==> config.mk <==
export PLATFORM = sky130hd
export DESIGN_NAME = free_run_to_trim_ranges_top
export DESIGN_NICKNAME = d
export VERILOG_FILES = /design/src/rtl/frtr_pkg.sv /design/src/rtl/frtr_front.sv /design/src/rtl/frtr_queue.sv /design/src/rtl/frtr_back.sv /design/src/rtl/free_run_to_trim_ranges_top.sv
export SDC_FILE = /design/constraint.sdc
export NUM_CORES = 1
export LEC_CHECK = 0
export ABC_AREA = 1
export ABC_CLOCK_PERIOD_IN_PS = 7200
export BUFFER_PORTS_ARGS = -buffer_cell sky130_fd_sc_hd__buf_2
export CORE_AREA = 2 2 233 235
export CTS_BUF_LIST = sky130_fd_sc_hd__clkbuf_16
export DETAILED_ROUTE_END_ITERATION = 8
export DIE_AREA = 0 0 235 237
export GPL_TIMING_DRIVEN = 0
export PLACE_DENSITY_LB_ADDON = 0.05
export SYNTH_ARGS = -nofsm -noshare
export SYNTH_HDL_FRONTEND = slang
export SYNTH_SLANG_ARGS = --single-unit
==> constraint.sdc <==
create_clock -name aclk -period 7.2 [get_ports aclk]
set_clock_uncertainty 0.05 [all_clocks]
set_input_delay 1.44 -clock aclk [delete_from_list [all_inputs] [get_ports aclk]]
set_output_delay 1.44 -clock aclk [all_outputs]
set_load 0.01 [all_outputs]
==> src/rtl/frtr_pkg.sv <==
// Package for the free-run to TRIM range builder.
// Holds the range entry and queue push types and fixed constants; no dependencies.
package frtr_pkg;

    localparam int LBA_W   = 32;
    localparam int COUNT_W = 16;
    localparam int LEN_W   = 17;   // open run length, one chunk plus one unit
    localparam int US_W    = 8;
    localparam int QDEPTH  = 4;
    localparam int QAW     = 2;
    localparam int QLW     = 3;

    localparam logic [LEN_W-1:0]   MAX_CHUNK     = 17'd65535;
    localparam logic [COUNT_W-1:0] CHUNK_COUNT   = 16'hFFFF;
    localparam logic [8:0]         UNIT_ZERO_AS  = 9'd256;

    localparam logic CFG_START_LBA    = 1'b0;
    localparam logic CFG_UNIT_SECTORS = 1'b1;

    typedef struct packed {
        logic [LBA_W-1:0]   lba;
        logic [COUNT_W-1:0] sector_count;
        logic               block_end;
    } entry_t;

    typedef struct packed {
        logic [1:0] num;      // entries pushed this cycle, 0 to 2
        entry_t     first;
        entry_t     second;
    } push_t;

endpackage

==> src/rtl/frtr_front.sv <==
// Front end: accepts unit status items, tracks the open run and block count,
// and builds range entries. Depends on frtr_pkg.
module frtr_front #(
    parameter int ENTRIES_PER_BLOCK = 64
) (
    input  logic                  aclk,
    input  logic                  aresetn,
    input  logic                  accept,
    input  logic                  mode,
    input  logic                  unit_free,
    input  logic                  cfg_we,
    input  logic                  cfg_index,
    input  logic [31:0]           cfg_wdata,
    output frtr_pkg::push_t       push
);
    import frtr_pkg::*;

    localparam int CW = $clog2(ENTRIES_PER_BLOCK);
    localparam logic [CW-1:0] LAST_IN_BLOCK = CW'(ENTRIES_PER_BLOCK - 1);

    logic [LBA_W-1:0] start_lba_reg, start_lba_next;
    logic [US_W-1:0]  unit_sectors_reg, unit_sectors_next;
    logic [LBA_W-1:0] next_addr_reg, next_addr_next;
    logic             run_open_reg, run_open_next;
    logic [LBA_W-1:0] run_start_reg, run_start_next;
    logic [LEN_W-1:0] run_len_reg, run_len_next;
    logic [CW-1:0]    blk_cnt_reg, blk_cnt_next;

    logic [8:0]       us;
    logic [LBA_W-1:0] rs;
    logic [LEN_W-1:0] len;
    logic [CW-1:0]    cnt;
    entry_t           ent;

    always_comb begin
        us             = (unit_sectors_reg == '0) ? UNIT_ZERO_AS : {1'b0, unit_sectors_reg};
        start_lba_next    = start_lba_reg;
        unit_sectors_next = unit_sectors_reg;
        next_addr_next = next_addr_reg;
        run_open_next  = run_open_reg;
        run_start_next = run_start_reg;
        run_len_next   = run_len_reg;
        blk_cnt_next   = blk_cnt_reg;
        push           = '0;
        rs             = run_open_reg ? run_start_reg : next_addr_reg;
        len            = (run_open_reg ? run_len_reg : '0) + LEN_W'(us);
        cnt            = blk_cnt_reg;
        ent            = '0;

        if (accept) begin
            if (mode) begin
                // end of scan: flush remainder, pad a partial block
                if (run_open_reg) begin
                    push.first = '{lba: run_start_reg, sector_count: run_len_reg[COUNT_W-1:0],
                                   block_end: (cnt == LAST_IN_BLOCK)};
                    push.num   = 2'd1;
                    cnt        = (cnt == LAST_IN_BLOCK) ? '0 : cnt + 1'b1;
                end
                if (cnt != '0) begin
                    ent = '{lba: '0, sector_count: '0, block_end: 1'b1};
                    if (push.num == 2'd0) begin
                        push.first = ent;
                    end else begin
                        push.second = ent;
                    end
                    push.num = push.num + 2'd1;
                end
                blk_cnt_next   = '0;
                run_open_next  = 1'b0;
                run_start_next = '0;
                run_len_next   = '0;
                next_addr_next = start_lba_reg;
            end else if (unit_free) begin
                // extend or open the run; cut a full chunk once it grows past the limit
                if (len > MAX_CHUNK) begin
                    push.first = '{lba: rs, sector_count: CHUNK_COUNT,
                                   block_end: (cnt == LAST_IN_BLOCK)};
                    push.num   = 2'd1;
                    blk_cnt_next   = (cnt == LAST_IN_BLOCK) ? '0 : cnt + 1'b1;
                    run_start_next = rs + LBA_W'(MAX_CHUNK);
                    run_len_next   = len - MAX_CHUNK;
                end else begin
                    run_start_next = rs;
                    run_len_next   = len;
                end
                run_open_next  = 1'b1;
                next_addr_next = next_addr_reg + LBA_W'(us);
            end else begin
                // used unit closes any open run
                if (run_open_reg) begin
                    push.first = '{lba: run_start_reg, sector_count: run_len_reg[COUNT_W-1:0],
                                   block_end: (cnt == LAST_IN_BLOCK)};
                    push.num   = 2'd1;
                    blk_cnt_next = (cnt == LAST_IN_BLOCK) ? '0 : cnt + 1'b1;
                end
                run_open_next  = 1'b0;
                run_len_next   = '0;
                next_addr_next = next_addr_reg + LBA_W'(us);
            end
        end

        if (cfg_we) begin
            case (cfg_index)
                CFG_START_LBA: begin
                    start_lba_next = cfg_wdata;
                    next_addr_next = cfg_wdata;
                    run_open_next  = 1'b0;
                    run_start_next = '0;
                    run_len_next   = '0;
                end
                CFG_UNIT_SECTORS: begin
                    unit_sectors_next = cfg_wdata[US_W-1:0];
                end
                default: begin
                end
            endcase
        end
    end

    always_ff @(posedge aclk) begin
        if (!aresetn) begin
            start_lba_reg    <= '0;
            unit_sectors_reg <= 8'd1;
            next_addr_reg    <= '0;
            run_open_reg     <= 1'b0;
            run_start_reg    <= '0;
            run_len_reg      <= '0;
            blk_cnt_reg      <= '0;
        end else begin
            start_lba_reg    <= start_lba_next;
            unit_sectors_reg <= unit_sectors_next;
            next_addr_reg    <= next_addr_next;
            run_open_reg     <= run_open_next;
            run_start_reg    <= run_start_next;
            run_len_reg      <= run_len_next;
            blk_cnt_reg      <= blk_cnt_next;
        end
    end

endmodule

==> src/rtl/frtr_queue.sv <==
// Entry queue between front and back: takes up to two entries a cycle,
// gives one. Depends on frtr_pkg.
module frtr_queue (
    input  logic                         aclk,
    input  logic                         aresetn,
    input  frtr_pkg::push_t              push,
    input  logic                         pop,
    output frtr_pkg::entry_t             head,
    output logic                         head_valid,
    output logic [frtr_pkg::QLW-1:0]     level
);
    import frtr_pkg::*;

    entry_t             mem [QDEPTH];
    logic [QAW-1:0]     wr_ptr_reg, wr_ptr_next;
    logic [QAW-1:0]     rd_ptr_reg, rd_ptr_next;
    logic [QLW-1:0]     level_reg, level_next;

    always_comb begin
        wr_ptr_next = wr_ptr_reg + QAW'(push.num);
        rd_ptr_next = rd_ptr_reg + QAW'(pop);
        level_next  = level_reg + QLW'(push.num) - QLW'(pop);
    end

    always_ff @(posedge aclk) begin
        if (push.num != 2'd0) begin
            mem[wr_ptr_reg] <= push.first;
        end
        if (push.num == 2'd2) begin
            mem[wr_ptr_reg + 1'b1] <= push.second;
        end
    end

    always_ff @(posedge aclk) begin
        if (!aresetn) begin
            wr_ptr_reg <= '0;
            rd_ptr_reg <= '0;
            level_reg  <= '0;
        end else begin
            wr_ptr_reg <= wr_ptr_next;
            rd_ptr_reg <= rd_ptr_next;
            level_reg  <= level_next;
        end
    end

    assign head       = mem[rd_ptr_reg];
    assign head_valid = (level_reg != '0);
    assign level      = level_reg;

endmodule

==> src/rtl/frtr_back.sv <==
// Back end: moves queued entries into the output register and drives
// the result stream. Depends on frtr_pkg.
module frtr_back (
    input  logic              aclk,
    input  logic              aresetn,
    input  frtr_pkg::entry_t  head,
    input  logic              head_valid,
    output logic              pop,
    output logic              m_tvalid,
    input  logic              m_tready,
    output logic [47:0]       m_tdata,
    output logic              m_tlast
);
    import frtr_pkg::*;

    logic   valid_reg, valid_next;
    entry_t out_reg;

    always_comb begin
        // load when the register is empty or its transaction completes
        pop        = head_valid && (!valid_reg || m_tready);
        valid_next = pop || (valid_reg && !m_tready);
    end

    always_ff @(posedge aclk) begin
        if (!aresetn) begin
            valid_reg <= 1'b0;
        end else begin
            valid_reg <= valid_next;
        end
    end

    always_ff @(posedge aclk) begin
        if (pop) begin
            out_reg <= head;
        end
    end

    assign m_tvalid = valid_reg;
    assign m_tdata  = {out_reg.sector_count, out_reg.lba};
    assign m_tlast  = out_reg.block_end;

endmodule

==> src/rtl/free_run_to_trim_ranges_top.sv <==
// Top level of the free-run to TRIM range builder.
// Instantiates frtr_front, frtr_queue and frtr_back; depends on frtr_pkg.
//
// Usage:
//   Input stream (s_*): one transaction per allocation unit in address order.
//   s_tuser is the mode (0 = unit status, 1 = end of scan), s_tdata[0] is
//   the free flag. Result stream (m_*): one TRIM range entry per transaction,
//   m_tdata = {sector_count, lba}, m_tlast marks the entry that ends a block
//   of ENTRIES_PER_BLOCK entries or the padding entry that closes the scan.
//   Config port: cfg_we writes cfg_wdata into register cfg_index
//   (0 = start_lba, 1 = unit_sectors) at the clock edge; write only when idle.
//   Writing start_lba also restarts the scan and drops any open run.
//
// Timing: while s_tready is high the front end takes one item every cycle;
// each item is classified and the run state updated in that same cycle, so
// the run update loop (one add and compare) sets the one-item-per-cycle rate.
// Entries pass through a four-deep queue; each is written into the queue and
// then loaded into the output register that drives m_*. An end-of-scan item
// may push two entries; the output drains one per cycle while m_tready is high.
// Reset: aresetn low (synchronous) clears the run, block count and queue and
// restores start_lba = 0, unit_sectors = 1; s_tready stays low while it is held.
// Stall: while m_tready is low the output holds; the queue fills and s_tready
// drops once fewer than two free slots remain.
module free_run_to_trim_ranges_top #(
    parameter int ENTRIES_PER_BLOCK = 64
) (
    input  logic        aclk,
    input  logic        aresetn,
    input  logic        s_tvalid,
    output logic        s_tready,
    input  logic [7:0]  s_tdata,     // [0] unit_free, [7:1] zero
    input  logic        s_tuser,     // [0] mode
    output logic        m_tvalid,
    input  logic        m_tready,
    output logic [47:0] m_tdata,     // [31:0] lba, [47:32] sector_count
    output logic        m_tlast,
    input  logic        cfg_we,
    input  logic        cfg_index,
    input  logic [31:0] cfg_wdata
);
    import frtr_pkg::*;

    logic           accept;
    push_t          push;
    entry_t         head;
    logic           head_valid;
    logic           pop;
    logic [QLW-1:0] level;

    // accept only out of reset and while the queue can take a two-entry burst
    assign s_tready = aresetn && (level <= QLW'(QDEPTH - 2));
    assign accept   = s_tvalid && s_tready;

    frtr_front #(
        .ENTRIES_PER_BLOCK(ENTRIES_PER_BLOCK)
    ) u_front (
        .aclk      (aclk),
        .aresetn   (aresetn),
        .accept    (accept),
        .mode      (s_tuser),
        .unit_free (s_tdata[0]),
        .cfg_we    (cfg_we),
        .cfg_index (cfg_index),
        .cfg_wdata (cfg_wdata),
        .push      (push)
    );

    frtr_queue u_queue (
        .aclk       (aclk),
        .aresetn    (aresetn),
        .push       (push),
        .pop        (pop),
        .head       (head),
        .head_valid (head_valid),
        .level      (level)
    );

    frtr_back u_back (
        .aclk       (aclk),
        .aresetn    (aresetn),
        .head       (head),
        .head_valid (head_valid),
        .pop        (pop),
        .m_tvalid   (m_tvalid),
        .m_tready   (m_tready),
        .m_tdata    (m_tdata),
        .m_tlast    (m_tlast)
    );

    // queue never overfills
    a_queue_bound: assert property (@(posedge aclk) disable iff (!aresetn)
        level <= QLW'(QDEPTH))
        else $error("entry queue overflow");

    // a zero sector count is only the padding entry, which ends the block
    a_zero_is_pad: assert property (@(posedge aclk) disable iff (!aresetn)
        (m_tvalid && (m_tdata[47:32] == 16'd0)) |-> (m_tlast && (m_tdata[31:0] == 32'd0)))
        else $error("zero-count entry is not a padding entry");

    // nothing is pushed without an accepted item
    a_push_needs_accept: assert property (@(posedge aclk) disable iff (!aresetn)
        (push.num != 2'd0) |-> accept)
        else $error("entry pushed without an accepted item");

endmodule

==> flow_summary.json, run 1 <==
{
  "critPathMaxStageDelay_ns": 0.47,
  "dieArea_sq_um": 55700,
  "fin_nets": 3365,
  "synth-simple-area-share_pct": 32.33,
  "start_util_pct": 39.62,
  "p_leak_nw": 10.61,
  "grt_pass1_wl_um": 124800,
  "setup_viol": 0,
  "final_hold_viol_count": 0,
  "finalCritPeriodShare_pct": 91.00,
  "largest_reg_flops": 196,
  "seq_area_frac_synth_pct": 38.65,
  "p_int_mw": 4.622,
  "numPortBuffers": 88,
  "gp_congestion": 0.9106,
  "worstHoldStart": "u_front.start_lba_reg[30]",
  "crit_slowest_cell": "dfxtp_1",
  "syn_nets": 3229,
  "swShare_pct": 35.97,
  "ioPinCount": 98,
  "h-tree-depth": 2,
  "endpoint": "u_queue.mem[1][17]",
  "power_density_nw_per_um2": 302.5,
  "r2r-end": "u_queue.mem[1][17]",
  "firstDrtPassIters": 6,
  "syn_inst": 3154,
  "post-cts-setup-buffer-count": 0,
  "switchingPower_mw": 2.596,
  "vias": 22000,
  "synth_top_family_by_area": "simple AND/OR/NAND/NOR gates",
  "clockPowerShare_pct": 30.7,
  "worstMarginPinSlew_ns": 1.117,
  "slew_headroom_pct": 24.97,
  "drtIter0Drc": 1765,
  "synth_enable_flop_cells": 53,
  "regMostFlops": "u_queue.mem",
  "grt_overflow": 0,
  "grt_max_degree": 33,
  "core_area_sq_um": 53280,
  "cap_violations": 0,
  "status": "finished, final reports clean",
  "combPwrFrac_pct": 28.5,
  "cp_data_required_time_ns": 7.65,
  "clock_latency_ns": 0.61,
  "root_buffer": "clkbuf_16",
  "start_kind": "flop",
  "cts_buffers": 46,
  "cts_hold_buf": 0,
  "fin_cells": 4022,
  "total_power_mw": 7.218,
  "drive_gt1_share_pct": 8.000,
  "synth_ff_type": "dfxtp_1",
  "r2r_cells": 33,
  "ff2ff_setup_slack_ns": 0.65,
  "ys_seq_elements": 381,
  "synth_xor_area_share_pct": 2.075,
  "wirelength_um": 81970,
  "clockBufferDepth": 3,
  "synth_fa_ha_area_share_pct": 1.695,
  "grt_antenna_before_repair": 1,
  "holdCritPathClass": "reg2reg",
  "place_inst": 3939,
  "max_freq_mhz": 152.6,
  "path_class": "reg2reg",
  "hpwl_um": 61810,
  "min_period_ns": 6.552,
  "ys_types": 51,
  "row_count": 85,
  "seq_power_share_pct": 40.8,
  "muxShareOfSynthArea_pct": 0,
  "syn_area_sq_um": 21110,
  "clk_pin_slew_worst_paths_ns": 0.06,
  "synth_compound_area_share_pct": 16.75,
  "postRouteAntennaNets": 0,
  "crit_fanout": 19,
  "rsz0062_at_grt": "no",
  "die_h_um": 237,
  "syn2layout_area_growth_pct": 13.02,
  "synthArstFlopShare_pct": 0,
  "viasPerCell": 5.469,
  "arrival_ns": 7.01,
  "drc": 0,
  "first_global_vias": 20870,
  "grt.total_usage_pct": 28.89,
  "crit_start": "u_front.run_open_reg",
  "endpoint_kind": "flop",
  "cts_sinks": 381,
  "post_drt_wl_per_cell_um": 20.38,
  "fp.dieW_um": 235,
  "yosysWarnings": 0,
  "crit_path_frequent_cell": "nand2_1",
  "tritoncts": "done",
  "setup_tns_ns": 0,
  "slew_violations": 0,
  "peakVddDrop_uv": 175.8,
  "syn_avg_cell_area_sq_um": 6.693,
  "worstReg2RegStart": "u_front.run_open_reg"
}
[area by class of cell]
type | count | area (sq um)
Inverter | 176 | 660.6
Clock buffer | 46 | 1151
Fill cell | 5641 | 29420
Timing Repair Buffer | 89 | 460.4
Buffer | 222 | 1130
Clock inverter | 37 | 246.5
Tap cell | 696 | 870.8
Antenna cell | 1 | 2.502
Sequential cell | 381 | 8158
Multi-Input combinational cell | 2374 | 11180
[power by group through the flow]
stage	logic, mW	registers (mW)	clock network (mW)
2_1_floorplan	1.21	3.02	0
3_3_place_gp	2.01	2.98	0
3_5_place_dp	2.06	2.98	0
4_1_cts	2.06	2.94	2.26
5_1_grt	2.28	2.99	2.34
6_report	2.06	2.94	2.22
[cell usage in the layout (no fill, tap or decap), drive strengths merged, types with 8 or more instances in the layout]
cell type	netlist	routed
buf	88	177
a21boi	8	8
ha	27	27
clkbuf	135	180
nand3	338	338
xor2	41	41
edfxtp	53	53
nor3	29	29
inv	173	187
o21ai	238	238
xnor2	9	9
o211ai	8	8
clkinv	3	24
o22ai	52	52
a22oi	10	10
a21oi	302	302
o221ai	10	10
dfxtp	328	328
nor2	488	488
nand2	741	741
nor4	8	8
nand4	31	31
[per-layer routing]
layer / vias up / wire length (um) / global-route usage [%]
met2: 809 / 38620 / 49.18
met3: 162 / 4877 / 3.276
met4: 0 / 3166 / 12.10
met1: 10260 / 35300 / 37.14
met5: - / 0 / 0
li1: 10770 / - / -
[critical path, delay by kind of cell (launching register included)]
family	cells	cell delay, ns
AND/OR/NAND/NOR	20	2.85
buffers and inverters	9	1.99
AO/OA/AOI/OAI	1	0.36
flip-flops	1	0.47
adder cells (fa/ha/maj)	3	0.70
[worst min path at each step]
stage                                           end  slack (ns)  cells after the start
after detailed placement  u_front.start_lba_reg[30]        0.38                      2
after global routing       u_front.start_lba_reg[9]        0.42                      2
final                     u_front.start_lba_reg[30]        0.40                      2
after floorplan           u_front.start_lba_reg[30]        0.36                      2
after global placement    u_front.start_lba_reg[30]        0.37                      2
after CTS                 u_front.start_lba_reg[30]        0.40                      2
[metrics by stage]
stage / util (%) / area (sq um) / hold WS (ns) / worst slack [ns]
after floorplan: - / 21110 / 0.3636 / 2.177
after global placement: 42.08 / 22420 / 0.3718 / -0.6674
after detailed placement: 42.13 / 22450 / 0.3787 / -0.6935
after CTS: 44.75 / 23850 / 0.3951 / 0.3341
after global routing: 44.77 / 23860 / 0.4152 / 0.1351
final: 44.78 / 23860 / 0.3974 / 0.6477
[cell usage after synthesis (11+ instances only)]
| cell | number | area, sq um |
|---|---|---|
| buf_4 | 19 | 142.6 |
| edfxtp_1 | 53 | 1592 |
| xor2_1 | 41 | 359.1 |
| o21ai_0 | 236 | 1181 |
| buf_6 | 22 | 247.7 |
| clkbuf_1 | 135 | 506.7 |
| nor3_1 | 29 | 145.1 |
| ha_1 | 27 | 337.8 |
| nand2_1 | 733 | 2751 |
| a21oi_2 | 11 | 96.34 |
| nor2_1 | 485 | 1821 |
| nand3_1 | 334 | 1672 |
| dfxtp_1 | 328 | 6566 |
| o22ai_1 | 52 | 325.3 |
| inv_1 | 167 | 626.9 |
| a21oi_1 | 291 | 1456 |
| nand4_1 | 31 | 193.9 |
| buf_2 | 39 | 195.2 |
[timing repair]
action / CTS / global route
endpoints found under the setup margin: 5 / 5
gates resized for setup: 2 / 2
cloned: 0 / 0
[kinds of logic (layout without fill, tap and decap cells)]
group | after synthesis | in the layout
AO/OA/AOI/OAI | 651 | 651
XOR/XNOR | 50 | 50
adder cells (fa/ha/maj) | 28 | 28
buffers and inverters | 399 | 570
flip-flops | 381 | 381
other | 0 | 1
AND/OR/NAND/NOR | 1645 | 1645
Note: power is estimated with default switching activity, not from simulation.
==> run 2, diff against run 1 <==
- ABC_CLOCK_PERIOD_IN_PS: 7200 -> 6070
- clock period: 7.2 -> 6.07 ns (I/O delays scaled with it)
==> run 2 against run 1 <==
  * Largest power group unchanged
  * Global-route usage is essentially flat
  * Highest routed layer unchanged
  * Clock power up 18%
  * Cell count about the same
  * Critical path depth shrank 1
  * Wire length rose by 0.19%
==> flow_summary.json, run 2 (synthesis gave the netlist of run 1 again) <==
{
  "clk_pin_slew_worst_paths_ns": 0.06,
  "cap_violations": 0,
  "grt.total_usage_pct": 28.89,
  "worstReg2RegStart": "u_front.run_open_reg",
  "place_ws_ns": -1.823,
  "setup_viol": 0,
  "fillerInstances": 5636,
  "slew_violations": 0,
  "cp_data_required_time_ns": 6.53,
  "status": "finished, final reports clean",
  "row_count": 85,
  "cts_buffers": 46,
  "finalWorstSetupSlack_ns": 0.4103,
  "fin_cells": 4021,
  "clockBufferDepth": 3,
  "final_cell_mix": "nand2_1 (733), nor2_1 (483), nand3_1 (333)",
  "holdCritPathClass": "reg2reg",
  "dieArea_sq_um": 55700,
  "crit_fanout": 19,
  "hpwl_um": 61810,
  "fp.dieW_um": 235,
  "largest_reg_flops": 196,
  "hold_slack_ns": 0.3977,
  "min_path_cells": 2,
  "cts_sinks": 381,
  "firstDrtPassIters": 6,
  "post_drt_wl_per_cell_um": 20.42,
  "final_common_cell": "nand2_1",
  "grt_max_degree": 33,
  "rsz0062_at_grt": "no",
  "core_area_sq_um": 53280,
  "final_hold_viol_count": 0,
  "viasPerCell": 5.470,
  "start_kind": "flop",
  "drtIter0Drc": 1755,
  "syn2layout_area_growth_pct": 13.18,
  "ff2ff_setup_slack_ns": 0.41,
  "grt_pass1_wl_um": 124800,
  "wirelength_um": 82120,
  "root_buffer": "clkbuf_16",
  "die_h_um": 237,
  "critPathMaxStageDelay_ns": 0.42,
  "finalCritPeriodShare_pct": 93.24,
  "postRouteAntennaNets": 0,
  "fin_nets": 3364,
  "ioPinCount": 98,
  "regArea_sq_um": 8159,
  "vias": 21990,
  "drive_gt1_share_pct": 8.063,
  "post-cts-setup-buffer-count": 0,
  "first_global_vias": 20900,
  "numPortBuffers": 88,
  "grt_antenna_before_repair": 1,
  "start_util_pct": 39.62,
  "peakVddDrop_uv": 209.2,
  "crit_path_frequent_cell": "nand2_1",
  "power_density_nw_per_um2": 358.6,
  "h-tree-depth": 2,
  "crit_slowest_cell": "dfxtp_2",
  "place_inst": 3939,
  "tritoncts": "done",
  "r2r_cells": 32,
  "worstHoldStart": "u_front.start_lba_reg[30]",
  "fin_util_pct": 44.84,
  "p_leak_nw": 10.63,
  "hold_path_end": "u_front.start_lba_reg[30]",
  "slew_headroom_pct": 29.17,
  "path_class": "reg2reg",
  "worstMarginPinSlew_ns": 1.054,
  "multi_input_area_sq_um": 11210,
  "endpoint_kind": "flop",
  "gp_congestion": 0.9106,
  "regMostFlops": "u_queue.mem",
  "r2r-end": "u_queue.mem[1][17]",
  "max_freq_mhz": 176.7,
  "min_period_ns": 5.660,
  "drc": 0,
  "clock_latency_ns": 0.61,
  "grt_overflow": 0,
  "arrival_ns": 6.12
}
-- run 2: changes by cell type in the layout (fill, tap and decap cells not counted), sizes merged --
cell	change
buf	-1
-- run 2: per-layer routing --
layer,routed length (um),share of wire [%],track usage [%]
met3,4708,5.7,3.357
met2,38660,47,49.16
met1,35570,43,37.05
met5,0,0,0
met4,3179,3.9,12.18
-- run 2: area by class of cell --
class                   count  area share, %
diodes                      1        0.01047
plain buffers             221          4.750
clock buffers              46          4.818
clock inverters            37          1.032
inverters                 176          2.765
multi-input cells        2374          46.90
flip-flops and latches    381          34.15
well taps                 696          3.645
repair buffers             89          1.927
-- run 2: worst max path at each step --
stage	startpoint	endpoint	slack, ns	cells after the start
detailed placement	u_front.run_open_reg	u_queue.mem[1][17]	-1.82	34
finish	u_front.run_open_reg	u_queue.mem[1][17]	0.41	32
CTS	u_front.run_open_reg	u_queue.mem[1][17]	0.02	32
global route	u_front.run_open_reg	u_queue.mem[0][17]	0.02	32
global placement	u_front.run_open_reg	u_queue.mem[1][17]	-1.80	34
floorplan	u_front.run_open_reg	u_queue.mem[0][17]	1.05	34
-- run 2: critical path: cells and delay by family (launching register included) --
family / cells / cell delay [ns]
AO/OA/AOI/OAI: 1 / 0.27
flip-flops: 1 / 0.42
AND/OR/NAND/NOR: 20 / 2.54
adder cells (fa/ha/maj): 3 / 0.72
buffers and inverters: 8 / 1.52
-- run 2: through the flow --
step	total power, mW	setup TNS (ns)	area, sq um
floorplan	5.021	0	21110
global placement	5.927	-215.45	22420
detailed placement	5.976	-225.25	22450
CTS	8.612	0	23870
global route	9.024	0	23890
finish	8.568	0	23890
-- run 2: power breakdown --
group | switching (mW) | leakage (nW) | internal [mW]
combinational | 1.66 | 6.70 | 0.783
sequential | 0.255 | 3.20 | 3.24
clock | 1.17 | 0.730 | 1.46
total | 3.09 | 10.6 | 5.48
-- run 2: repair_timing --
item                                    4_1_cts  5_1_grt
gates resized for setup                       8        5
hold buffers                                  0        0
pin swaps                                     0        1
endpoints found under the setup margin      260      212
